File: config.mk
export PLATFORM = sky130hd
export DESIGN_NAME = usb_midi_event_packet_codec
export DESIGN_NICKNAME = d
export VERILOG_FILES = /design/src/hdl/umepc_pkg.sv /design/src/hdl/umepc_codec.sv /design/src/hdl/usb_midi_event_packet_codec.sv
export SDC_FILE = /design/constraint.sdc
export NUM_CORES = 1
export LEC_CHECK = 0
export BUFFER_PORTS_ARGS = -buffer_cell sky130_fd_sc_hd__buf_2
export CAP_MARGIN = 20
export CORE_ASPECT_RATIO = 0.6
export CORE_UTILIZATION = 47
export CTS_CLUSTER_SIZE = 25
export DETAILED_ROUTE_END_ITERATION = 12
export HOLD_SLACK_MARGIN = 0.08
export PLACE_DENSITY = 0.77
export SLEW_MARGIN = 20
export SYNTH_ARGS = -nofsm -noshare
export SYNTH_HDL_FRONTEND = slang
export SYNTH_SLANG_ARGS = --single-unit
File: constraint.sdc
create_clock -name clock -period 4.56 [get_ports clock]
set_clock_uncertainty 0.1 [all_clocks]
set_input_delay 0.912 -clock clock [delete_from_list [all_inputs] [get_ports clock]]
set_output_delay 0.912 -clock clock [all_outputs]
set_load 0.02 [all_outputs]
File: src/hdl/umepc_pkg.sv
`timescale 1ns / 1ps

package umepc_pkg;

   typedef enum logic {
      OP_ENCODE = 1'b0,
      OP_DECODE = 1'b1
   } op_type;

   typedef struct packed {
      op_type     operation;
      logic [7:0] header_byte;
      logic [7:0] first_byte;
      logic [7:0] second_byte;
      logic [7:0] third_byte;
      logic [2:0] message_length;
   } req_item_type;

   typedef struct packed {
      logic       accepted;
      logic [7:0] out_byte0;
      logic [7:0] out_byte1;
      logic [7:0] out_byte2;
      logic [7:0] out_byte3;
      logic [1:0] out_length;
   } rsp_item_type;

   localparam logic [7:0] STATUS_MIN    = 8'h80;
   localparam logic [7:0] REALTIME_MIN  = 8'hF8;
   localparam logic [3:0] SYSTEM_NIBBLE = 4'hF;
   localparam logic [3:0] PROGRAM_NIBBLE  = 4'hC;
   localparam logic [3:0] PRESSURE_NIBBLE = 4'hD;
   localparam logic [7:0] STATUS_MTC    = 8'hF1;
   localparam logic [7:0] STATUS_SPP    = 8'hF2;
   localparam logic [7:0] STATUS_SONG   = 8'hF3;
   localparam logic [7:0] STATUS_TUNE   = 8'hF6;

   localparam logic [3:0] CIN_TWO_BYTE   = 4'h2;
   localparam logic [3:0] CIN_THREE_BYTE = 4'h3;
   localparam logic [3:0] CIN_ONE_SYS    = 4'h5;
   localparam logic [3:0] CIN_SINGLE     = 4'hF;

   localparam logic [2:0] MAX_LENGTH = 3'd3;

   function automatic logic [1:0] cin_length(input logic [3:0] cin);
      logic [1:0] n;
      case (cin)
         4'h0, 4'h1:                      n = 2'd0;
         4'h5, 4'hF:                      n = 2'd1;
         4'h2, 4'h6, 4'hC, 4'hD:          n = 2'd2;
         default:                         n = 2'd3;
      endcase
      return n;
   endfunction

endpackage

File: src/hdl/umepc_codec.sv
`timescale 1ns / 1ps

module umepc_codec (
   input  umepc_pkg::req_item_type item,
   input  logic [3:0]              cable,
   output umepc_pkg::rsp_item_type result
);
   import umepc_pkg::*;

   logic       status_ok;
   logic [3:0] cin;
   logic [1:0] expected;
   logic       len_ok;
   logic [1:0] dec_len;

   // status byte classification
   always_comb begin
      status_ok = 1'b0;
      cin       = 4'h0;
      expected  = 2'd0;
      if (item.first_byte < STATUS_MIN) begin
         status_ok = 1'b0;
      end else if (item.first_byte >= REALTIME_MIN) begin
         status_ok = 1'b1;
         cin       = CIN_SINGLE;
         expected  = 2'd1;
      end else if (item.first_byte[7:4] != SYSTEM_NIBBLE) begin
         status_ok = 1'b1;
         cin       = item.first_byte[7:4];
         expected  = (item.first_byte[7:4] == PROGRAM_NIBBLE ||
                      item.first_byte[7:4] == PRESSURE_NIBBLE) ? 2'd2 : 2'd3;
      end else begin
         case (item.first_byte)
            STATUS_MTC: begin
               status_ok = 1'b1; cin = CIN_TWO_BYTE;   expected = 2'd2;
            end
            STATUS_SPP: begin
               status_ok = 1'b1; cin = CIN_THREE_BYTE; expected = 2'd3;
            end
            STATUS_SONG: begin
               status_ok = 1'b1; cin = CIN_TWO_BYTE;   expected = 2'd2;
            end
            STATUS_TUNE: begin
               status_ok = 1'b1; cin = CIN_ONE_SYS;    expected = 2'd1;
            end
            default: begin
               status_ok = 1'b0;
            end
         endcase
      end
   end

   assign len_ok  = (item.message_length != 3'd0) && (item.message_length <= MAX_LENGTH);
   assign dec_len = cin_length(item.header_byte[3:0]);

   always_comb begin
      result = '0;
      case (item.operation)
         OP_ENCODE: begin
            if (len_ok && status_ok && (item.message_length >= {1'b0, expected})) begin
               result.accepted  = 1'b1;
               result.out_byte0 = {cable, cin};
               result.out_byte1 = item.first_byte;
               result.out_byte2 = (item.message_length > 3'd1) ? item.second_byte : 8'h00;
               result.out_byte3 = (item.message_length > 3'd2) ? item.third_byte : 8'h00;
            end
         end
         OP_DECODE: begin
            if (dec_len != 2'd0) begin
               result.accepted   = 1'b1;
               result.out_byte0  = item.first_byte;
               result.out_byte1  = item.second_byte;
               result.out_byte2  = item.third_byte;
               result.out_length = dec_len;
            end
         end
         default: begin
            result = '0;
         end
      endcase
   end

endmodule

File: src/hdl/usb_midi_event_packet_codec.sv
`timescale 1ns / 1ps
// Accepted req items pass the input register, then the result register that drives rsp_valid.
// One item per cycle while rsp_ready is high; the input register refills while a result waits.
// Each stage advances when its successor is empty or being drained.
// Reset (synchronous, active high) empties both stages and clears the cable number to 0.

module usb_midi_event_packet_codec (
   input  logic       clock,
   input  logic       reset,
   input  logic       req_valid,
   output logic       req_ready,
   input  logic       req_operation,
   input  logic [7:0] req_header_byte,
   input  logic [7:0] req_first_byte,
   input  logic [7:0] req_second_byte,
   input  logic [7:0] req_third_byte,
   input  logic [2:0] req_message_length,
   output logic       rsp_valid,
   input  logic       rsp_ready,
   output logic       rsp_accepted,
   output logic [7:0] rsp_out_byte0,
   output logic [7:0] rsp_out_byte1,
   output logic [7:0] rsp_out_byte2,
   output logic [7:0] rsp_out_byte3,
   output logic [1:0] rsp_out_length,
   input  logic       csr_write_enable,
   input  logic [3:0] csr_write_data
);
   import umepc_pkg::*;

   logic [3:0]   cable_ff, cable_in;
   logic         in_valid_ff, in_valid_in;
   req_item_type in_item_ff, in_item_in;
   logic         out_valid_ff, out_valid_in;
   rsp_item_type out_item_ff, out_item_in;
   rsp_item_type result;
   logic         out_free;
   logic         req_take;

   umepc_codec u_codec (
      .item   (in_item_ff),
      .cable  (cable_ff),
      .result (result)
   );

   assign out_free  = !out_valid_ff || rsp_ready;
   assign req_ready = !in_valid_ff || out_free;
   assign req_take  = req_valid && req_ready;

   always_comb begin
      cable_in = csr_write_enable ? csr_write_data : cable_ff;

      in_valid_in = req_ready ? req_valid : in_valid_ff;
      in_item_in  = in_item_ff;
      if (req_take) begin
         in_item_in.operation      = op_type'(req_operation);
         in_item_in.header_byte    = req_header_byte;
         in_item_in.first_byte     = req_first_byte;
         in_item_in.second_byte    = req_second_byte;
         in_item_in.third_byte     = req_third_byte;
         in_item_in.message_length = req_message_length;
      end

      out_valid_in = out_free ? in_valid_ff : out_valid_ff;
      out_item_in  = (out_free && in_valid_ff) ? result : out_item_ff;
   end

   always_ff @(posedge clock) begin
      if (reset) begin
         cable_ff     <= 4'h0;
         in_valid_ff  <= 1'b0;
         out_valid_ff <= 1'b0;
      end else begin
         cable_ff     <= cable_in;
         in_valid_ff  <= in_valid_in;
         out_valid_ff <= out_valid_in;
      end
   end

   always_ff @(posedge clock) begin
      in_item_ff  <= in_item_in;
      out_item_ff <= out_item_in;
   end

   assign rsp_valid      = out_valid_ff;
   assign rsp_accepted   = out_item_ff.accepted;
   assign rsp_out_byte0  = out_item_ff.out_byte0;
   assign rsp_out_byte1  = out_item_ff.out_byte1;
   assign rsp_out_byte2  = out_item_ff.out_byte2;
   assign rsp_out_byte3  = out_item_ff.out_byte3;
   assign rsp_out_length = out_item_ff.out_length;

   // refused or dropped items carry no bytes
   a_refused_zero: assert property (@(posedge clock) disable iff (reset)
      (rsp_valid && !rsp_accepted) |-> (rsp_out_byte0 == 8'h00 && rsp_out_byte1 == 8'h00 &&
         rsp_out_byte2 == 8'h00 && rsp_out_byte3 == 8'h00 && rsp_out_length == 2'd0))
      else $error("refused item has nonzero payload");

   // decode results never fill byte 3, encode results never set a length
   a_byte3_len: assert property (@(posedge clock) disable iff (reset)
      (rsp_valid && rsp_out_byte3 != 8'h00) |-> (rsp_out_length == 2'd0))
      else $error("byte 3 and length both set");

   a_len_accepted: assert property (@(posedge clock) disable iff (reset)
      (rsp_valid && rsp_out_length != 2'd0) |-> rsp_accepted)
      else $error("length set on refused item");

   // a held item moves to the result register whenever it is free
   a_advance: assert property (@(posedge clock) disable iff (reset)
      (in_valid_ff && out_free) |=> rsp_valid)
      else $error("item lost between stages");

endmodule
==> impl_metrics.toml, run 1 <==
[setup_path]
cp_max_fo = 15
startpoint = "in_item_ff[19]"
rr_startpoint = "in_item_ff[19]"
crit_arrival_ps = 3150
cp_slowest_cell = "a21oi_1"
path_cells = "nor2b_1 -> o21ai_0 -> a21boi_0 -> ha_1 -> nand2b_1 -> a21oi_1 -> nor3_4 -> or2_2"
crit_path_max_incr_delay_ps = 660
endpoint_kind = "flop"
cp.required_ps = 4550
cp_top_family = "simple AND/OR/NAND/NOR gates"
worstSetupStartpointType = "flop"
timing_worst_setup_path_type = "flop to flop"
path_buf_inv = 0

[clock_network]
clock_latency_ps = 330
root_buffer = "clkbuf_8"
numCtsBuffers = 9
clk_path_buf_depth = 2
cts_sinks = 75
ctsResizeCount = 0
clkTransAtPathRegs_ps = 80
cts_hold_repair.buffers = 0
h-tree-depth = 3
cts_setup_buffers = 0
cts_tree = "built"

[detailed_routing]
drtIter0Drc = 111
wl_mm = 5.15
vias = 1761
dr.pass1.iters = 4
routed_via_density = 5.02
wl_per_cell_um = 14.7
ant_nets = 0
drc = 0

[floorplanning]
dieArea_mm2 = 0.00659
fp.dieW_um = 104
placeableCoreArea_mm2 = 0.00581
die_h_um = 63.3
ioPinCount = 82
rows = 21
start_util_pct = 50.7

[flow_run]
cap_violations = 0

[sta]
timing_hold_violations_final = 0
setup_tns_ps = 0
rsz0062_at_grt = "false"
period_share_pct = 69.3
slew_viol_final = 0
setup_viol = 0
fin_crit_ps = 3160
worst_pin_slew_ps = 981
timing.fmax_ghz = 0.316
setup_ws_ps = 1400
max_slew_margin_pct = 34.4

[yosys]
synthAdderAreaFrac_pct = 0.850
synth_top_area_cell = "edfxtp_1"
synth_edf_count = 67
yosys-top-cells-area = "edfxtp_1 68%, dfxtp_1 5.4%, a22o_1 4.5%"
synth_area_per_cell_um2 = 16.3
synthesis.nets = 228
synth_top_family_by_area = "compound AO/OA/AOI/OAI gates"
muxShareOfSynthArea_pct = 2.12
yosysSeqAreaShare_pct = 73.8
synthSimpleGateAreaFrac_pct = 10.2
ys_seq_elements = 75
synth_cells = 181
synth_xor_area_share_pct = 0.595
synth.distinct_cells = 38
synth-compound-area-share_pct = 11.3
synth_top_cell_area_share_pct = 68.3
yosysWarnings = 0
syn_area_mm2 = 0.00294
synth_flop_cell = "edfxtp_1"
ys_async_sr_fraction_pct = 0

[power_and_ir_drop]
p_total_uw = 1490
p_per_area_mw_per_mm2 = 409
p_seq_share_pct = 54.8
clockPowerShare_pct = 36.3
peakVddDrop_mv = 0.260
p_comb_share_pct = 9.0
p_sw_share_pct = 22.3
p_int_uw = 1160
p_sw_uw = 332
p_leak_uw = 0.00143

[global_route]
grt_pass1_wl_mm = 8.09
grt-ovfl-total = 0
grt_start_max_net_pins = 36
grt_usage_pct = 17.0
antenna_found_initial = 0
grt_pass1_vias = 1617

[layout]
utilization_pct = 62.7
final_common_cell = "buf_2"
syn2layout_area_growth_pct = 23.6
nets = 313
diodes = 0
fillCellCount = 446
drive_gt1_share_pct = 41.7
final_cell_mix = "77 x buf_2, 67 x edfxtp_1, 15 x a22o_1"

[placed_design]
port_buffers = 77
pre_cts_slack_ps = 1450
place.gp.congestion = 0.780
dpl.hpwl_mm = 3.46

[worst_hold_path]
hp-class = "flop to flop"
min-delay-start = "cable_ff[0]"

[status]
status = "finished clean"
## worst min-delay path, delay by kind of cell (launching register included)
kind | cells | cell delay, ps
flops | 1 | 330
mux | 1 | 60
simple gates | 1 | 70
## registers in the layout, summed over array words and instances, names as in the netlist
name and flops:
rsp_out_byte2 8, u_codec.dec_len 2, rsp_valid 1, cable_ff 4
rsp_accepted 1, in_valid_ff 1, rsp_out_byte0 8, rsp_out_length 2
rsp_out_byte3 8, rsp_out_byte1 8, in_item_ff 32
## power by group through the flow
| stage | clock, uW | sequential [uW] | combinational [uW] |
|---|---|---|---|
| after floorplan | 0 | 850 | 61.2 |
| after global placement | 0 | 830 | 131 |
| after detailed placement | 0 | 830 | 134 |
| after CTS | 551 | 815 | 135 |
| after global routing | 585 | 820 | 145 |
| final | 540 | 815 | 134 |
## per-layer routing
| layer | track usage [%] | vias to the layer above | routed length (um) |
|---|---|---|---|
| met1 | 23.8 | 804 | 2470 |
| met4 | 7.50 | 0 | 41 |
| met3 | 5.18 | 6 | 418 |
| met2 | 24.6 | 69 | 2210 |
| met5 | 0 | - | 0 |
| li1 | - | 882 | - |
## per-stage QoR
| stage | instances | hold slack [ps] | area [um^2] |
|---|---|---|---|
| after global routing | 351 | 431 | 3640 |
| after floorplan | 181 | 361 | 2940 |
| after CTS | 351 | 406 | 3640 |
| after detailed placement | 335 | 391 | 3420 |
| final | 351 | 402 | 3640 |
| after global placement | 335 | 382 | 3420 |
## cells by family after synthesis
family,count (synthesis)
flops,75
simple gates,46
compound gates,43
buf+inv,7
mux,6
xor+xnor,2
fa+ha+maj,2
## path summary, 6_finish.rpt
path / end / depth (start not counted) / slack (ps)
worst min-delay path: cable_ff[0] / 2 / 400
worst max-delay path: rsp_accepted / 8 / 1400
worst max register to register: rsp_accepted / 8 / 1400
worst min register to register: cable_ff[0] / 2 / 400
## synthesized netlist by cell type, types with 2 or more instances
master and instances:
a22o_1 15, a22o_2 7, nor2_1 11, a21oi_1 8, mux2i_1 4, o21ai_0 5
nand3_1 2, mux2_2 2, and2_1 10, ha_1 2, inv_1 3, nand2_1 6
nor3b_1 3, nor2b_1 3, clkbuf_1 3, edfxtp_1 67, nor3_1 2, dfxtp_1 8
## cell type report
type | count | area (um^2) | area share (%)
timing repair buffer | 78 | 393 | 10.8
clock inverter | 7 | 92.6 | 2.54
multi-input combinational | 99 | 746 | 20.5
tap | 80 | 100 | 2.75
clock buffer | 9 | 124 | 3.40
sequential | 75 | 2170 | 59.7
inverter | 3 | 11.3 | 0.309
(Power assumes the default switching activity.)
==> run 2: changes to the inputs <==
Settings changed: ABC_AREA set to 1, PLACE_DENSITY 0.77 to 0.8.
Clock period 4.56 ns to 2.9 ns, I/O delays scaled along.
==> run 2 against run 1 <==
Power is 58% higher; sequential share of layout area is 1.4 points lower; global-route usage is 1.3 points higher; sequential power is 57% higher; hold slack worse by 84 ps; maximum frequency is 22% higher; sequential cell count stayed put; register-to-register slack worse by 1100 ps; area after synthesis is 2.6% higher; die area is 2.6% higher; wire length is 9.3% higher; combinational power is 66% higher; critical path type unchanged; critical endpoint is now rsp_out_byte0[0].
==> impl_metrics.toml, run 2 <==
[status]
status = "finished clean"

[clock_network]
ctsResizeCount = 0
cts_sinks = 75
numCtsBuffers = 9
clock_latency_ps = 330
cts_hold_repair.buffers = 0
clkTransAtPathRegs_ps = 80
root_buffer = "clkbuf_8"
cts_setup_buffers = 0
clk_path_buf_depth = 2
cts_tree = "built"
h-tree-depth = 3

[setup_path]
cp_max_fo = 19
crit_arrival_ps = 2560
worstSetupStartpointType = "flop"
timing_worst_setup_path_type = "flop to flop"
path_cells = "inv_1 -> nand2_1 -> nor2_1 -> inv_1 -> a31oi_1 -> ha_1 -> inv_1 -> nand2_1 -> a21oi_1 -> nor2_4 -> nand2_4 -> o21ai_0"
endpoint_kind = "flop"
path_buf_inv = 3
critPathMostFrequentCell = "inv_1"
crit_path_max_incr_delay_ps = 450
cp.required_ps = 2870
cp_slowest_cell = "edfxtp_1"
cp_top_family = "simple AND/OR/NAND/NOR gates"

[yosys]
synth_top_area_cell = "edfxtp_1"
ys_async_sr_fraction_pct = 0
synth_cells = 247
synth_edf_count = 67
synthesis.nets = 294
yosys.cell_count.top_type = "edfxtp_1"
synth.distinct_cells = 23
yosys-top-cells-area = "edfxtp_1 67%, nand2_1 8.0%, dfxtp_1 5.3%"
syn_area_mm2 = 0.00302
yosysSeqAreaShare_pct = 71.9
synth_area_per_cell_um2 = 12.2
yosysWarnings = 0
synth_top_cell_area_share_pct = 66.6
synth_commonest_cells = "67 x edfxtp_1, 64 x nand2_1, 28 x inv_1"
ys_seq_elements = 75
synth_flop_cell = "edfxtp_1"

[detailed_routing]
ant_nets = 0
drc = 0
wl_per_cell_um = 13.3
drtIter0Drc = 114
vias = 2023
dr.pass1.iters = 4
routed_via_density = 4.78
wl_mm = 5.63

[layout]
fillCellCount = 490
diodes = 0
final_common_cell = "buf_2"
fin_area_mm2 = 0.00372
final_cell_mix = "77 x buf_2, 67 x edfxtp_1, 64 x nand2_1"
drive_gt1_share_pct = 33.6
largest_register = "in_item_ff"
syn2layout_area_growth_pct = 23.2
regArea_mm2 = 0.00217
nets = 381
multiInputGateArea_um2 = 726
utilization_pct = 60.4
stdcell_count = 423
largest_reg_flops = 32

[placed_design]
port_buffers = 77
postPlaceCellArea_mm2 = 0.00351
dp_cells = 407
place.gp.congestion = 0.874
pre_cts_slack_ps = 344
dpl.hpwl_mm = 4.03

[sta]
timing_hold_violations_final = 0
worst_pin_slew_ps = 671
setup_tns_ps = 0
fin_crit_ps = 2580
timing.fmax_ghz = 0.387
slew_viol_final = 0
rsz0062_at_grt = "false"
period_share_pct = 89.1
setup_viol = 0
max_slew_margin_pct = 54.9
setup_ws_ps = 316

[floorplanning]
rows = 22
placeableCoreArea_mm2 = 0.00617
start_util_pct = 49.0
ioPinCount = 82
fp.dieW_um = 106
dieArea_mm2 = 0.00676
die_h_um = 64.1

[power_and_ir_drop]
p_seq_share_pct = 54.3
p_sw_share_pct = 23.3
peakVddDrop_mv = 0.358
p_per_area_mw_per_mm2 = 633
p_sw_uw = 548
p_leak_uw = 0.00161
p_int_uw = 1810
clockPowerShare_pct = 36.3
p_comb_share_pct = 9.4

[global_route]
grt_pass1_wl_mm = 9.14
grt_pass1_vias = 1899
grt_usage_pct = 18.3
grt_start_max_net_pins = 36
antenna_found_initial = 0
grt-ovfl-total = 0

[flow_run]
cap_violations = 0

[worst_hold_path]
hp-class = "input port to flop"
[run 2: cell types whose count changed in the layout (fill, tap and decap cells not counted), sizes merged, moves of 3 or more]
cell | before | now
a22o | 22 | 0
mux2i | 4 | 0
nor2b | 3 | 0
and2 | 10 | 0
nor4 | 3 | 0
nor2 | 11 | 17
nor3b | 3 | 0
o21ai | 6 | 23
a21oi | 8 | 11
nand3 | 2 | 15
inv | 3 | 29
nand2 | 6 | 67
[run 2: cell families after synthesis]
| family | Yosys count | share of synthesized area (%) |
|---|---|---|
| flip-flops | 75 | 71.9 |
| buffers and inverters | 31 | 4.47 |
| AO/OA/AOI/OAI | 37 | 7.58 |
| adder cells (fa/ha/maj) | 2 | 0.828 |
| AND/OR/NAND/NOR | 102 | 15.2 |
[run 2: final timing paths]
kind	from	to	slack, ps	cells past startpoint
worst max register to register	in_item_ff[22]	rsp_out_byte0[0]	320	12
worst min register to register	cable_ff[0]	cable_ff[0]	370	2
worst max-delay path	in_item_ff[22]	rsp_out_byte0[0]	320	12
worst min-delay path	req_third_byte[4]	in_item_ff[7]	320	1
[run 2: cell type report]
| cell class | instances | area share, % |
|---|---|---|
| clock buffer | 9 | 3.33 |
| clock inverter | 7 | 2.45 |
| inverter | 28 | 2.82 |
| multi-input combinational | 141 | 19.5 |
| sequential | 75 | 58.3 |
| tap | 84 | 2.82 |
| timing repair buffer | 79 | 10.8 |
[run 2: power groups by stage]
stage          logic (uW)  clock network (uW)  registers, uW
2_1_floorplan         110                   0           1330
3_3_place_gp          217                   0           1300
6_report              222                 855           1280
3_5_place_dp          224                   0           1300
4_1_cts               224                 872           1280
5_1_grt               246                 919           1290
[run 2: metrics by stage]
| step | power [uW] | hold slack, ps |
|---|---|---|
| finish | 2360 | 317 |
| global route | 2450 | 292 |
| CTS | 2380 | 299 |
| detailed placement | 1530 | 362 |
| global placement | 1520 | 355 |
| floorplan | 1440 | 333 |
[run 2: routing by layer]
layer  vias to the layer above  GRT usage [%]  share of wire, %
met3                         2           5.51               5.6
met4                         0           4.86              0.18
met5                         -              0                 0
met2                        63           28.9                49
li1                       1020              -                 -
met1                       938           24.9                46
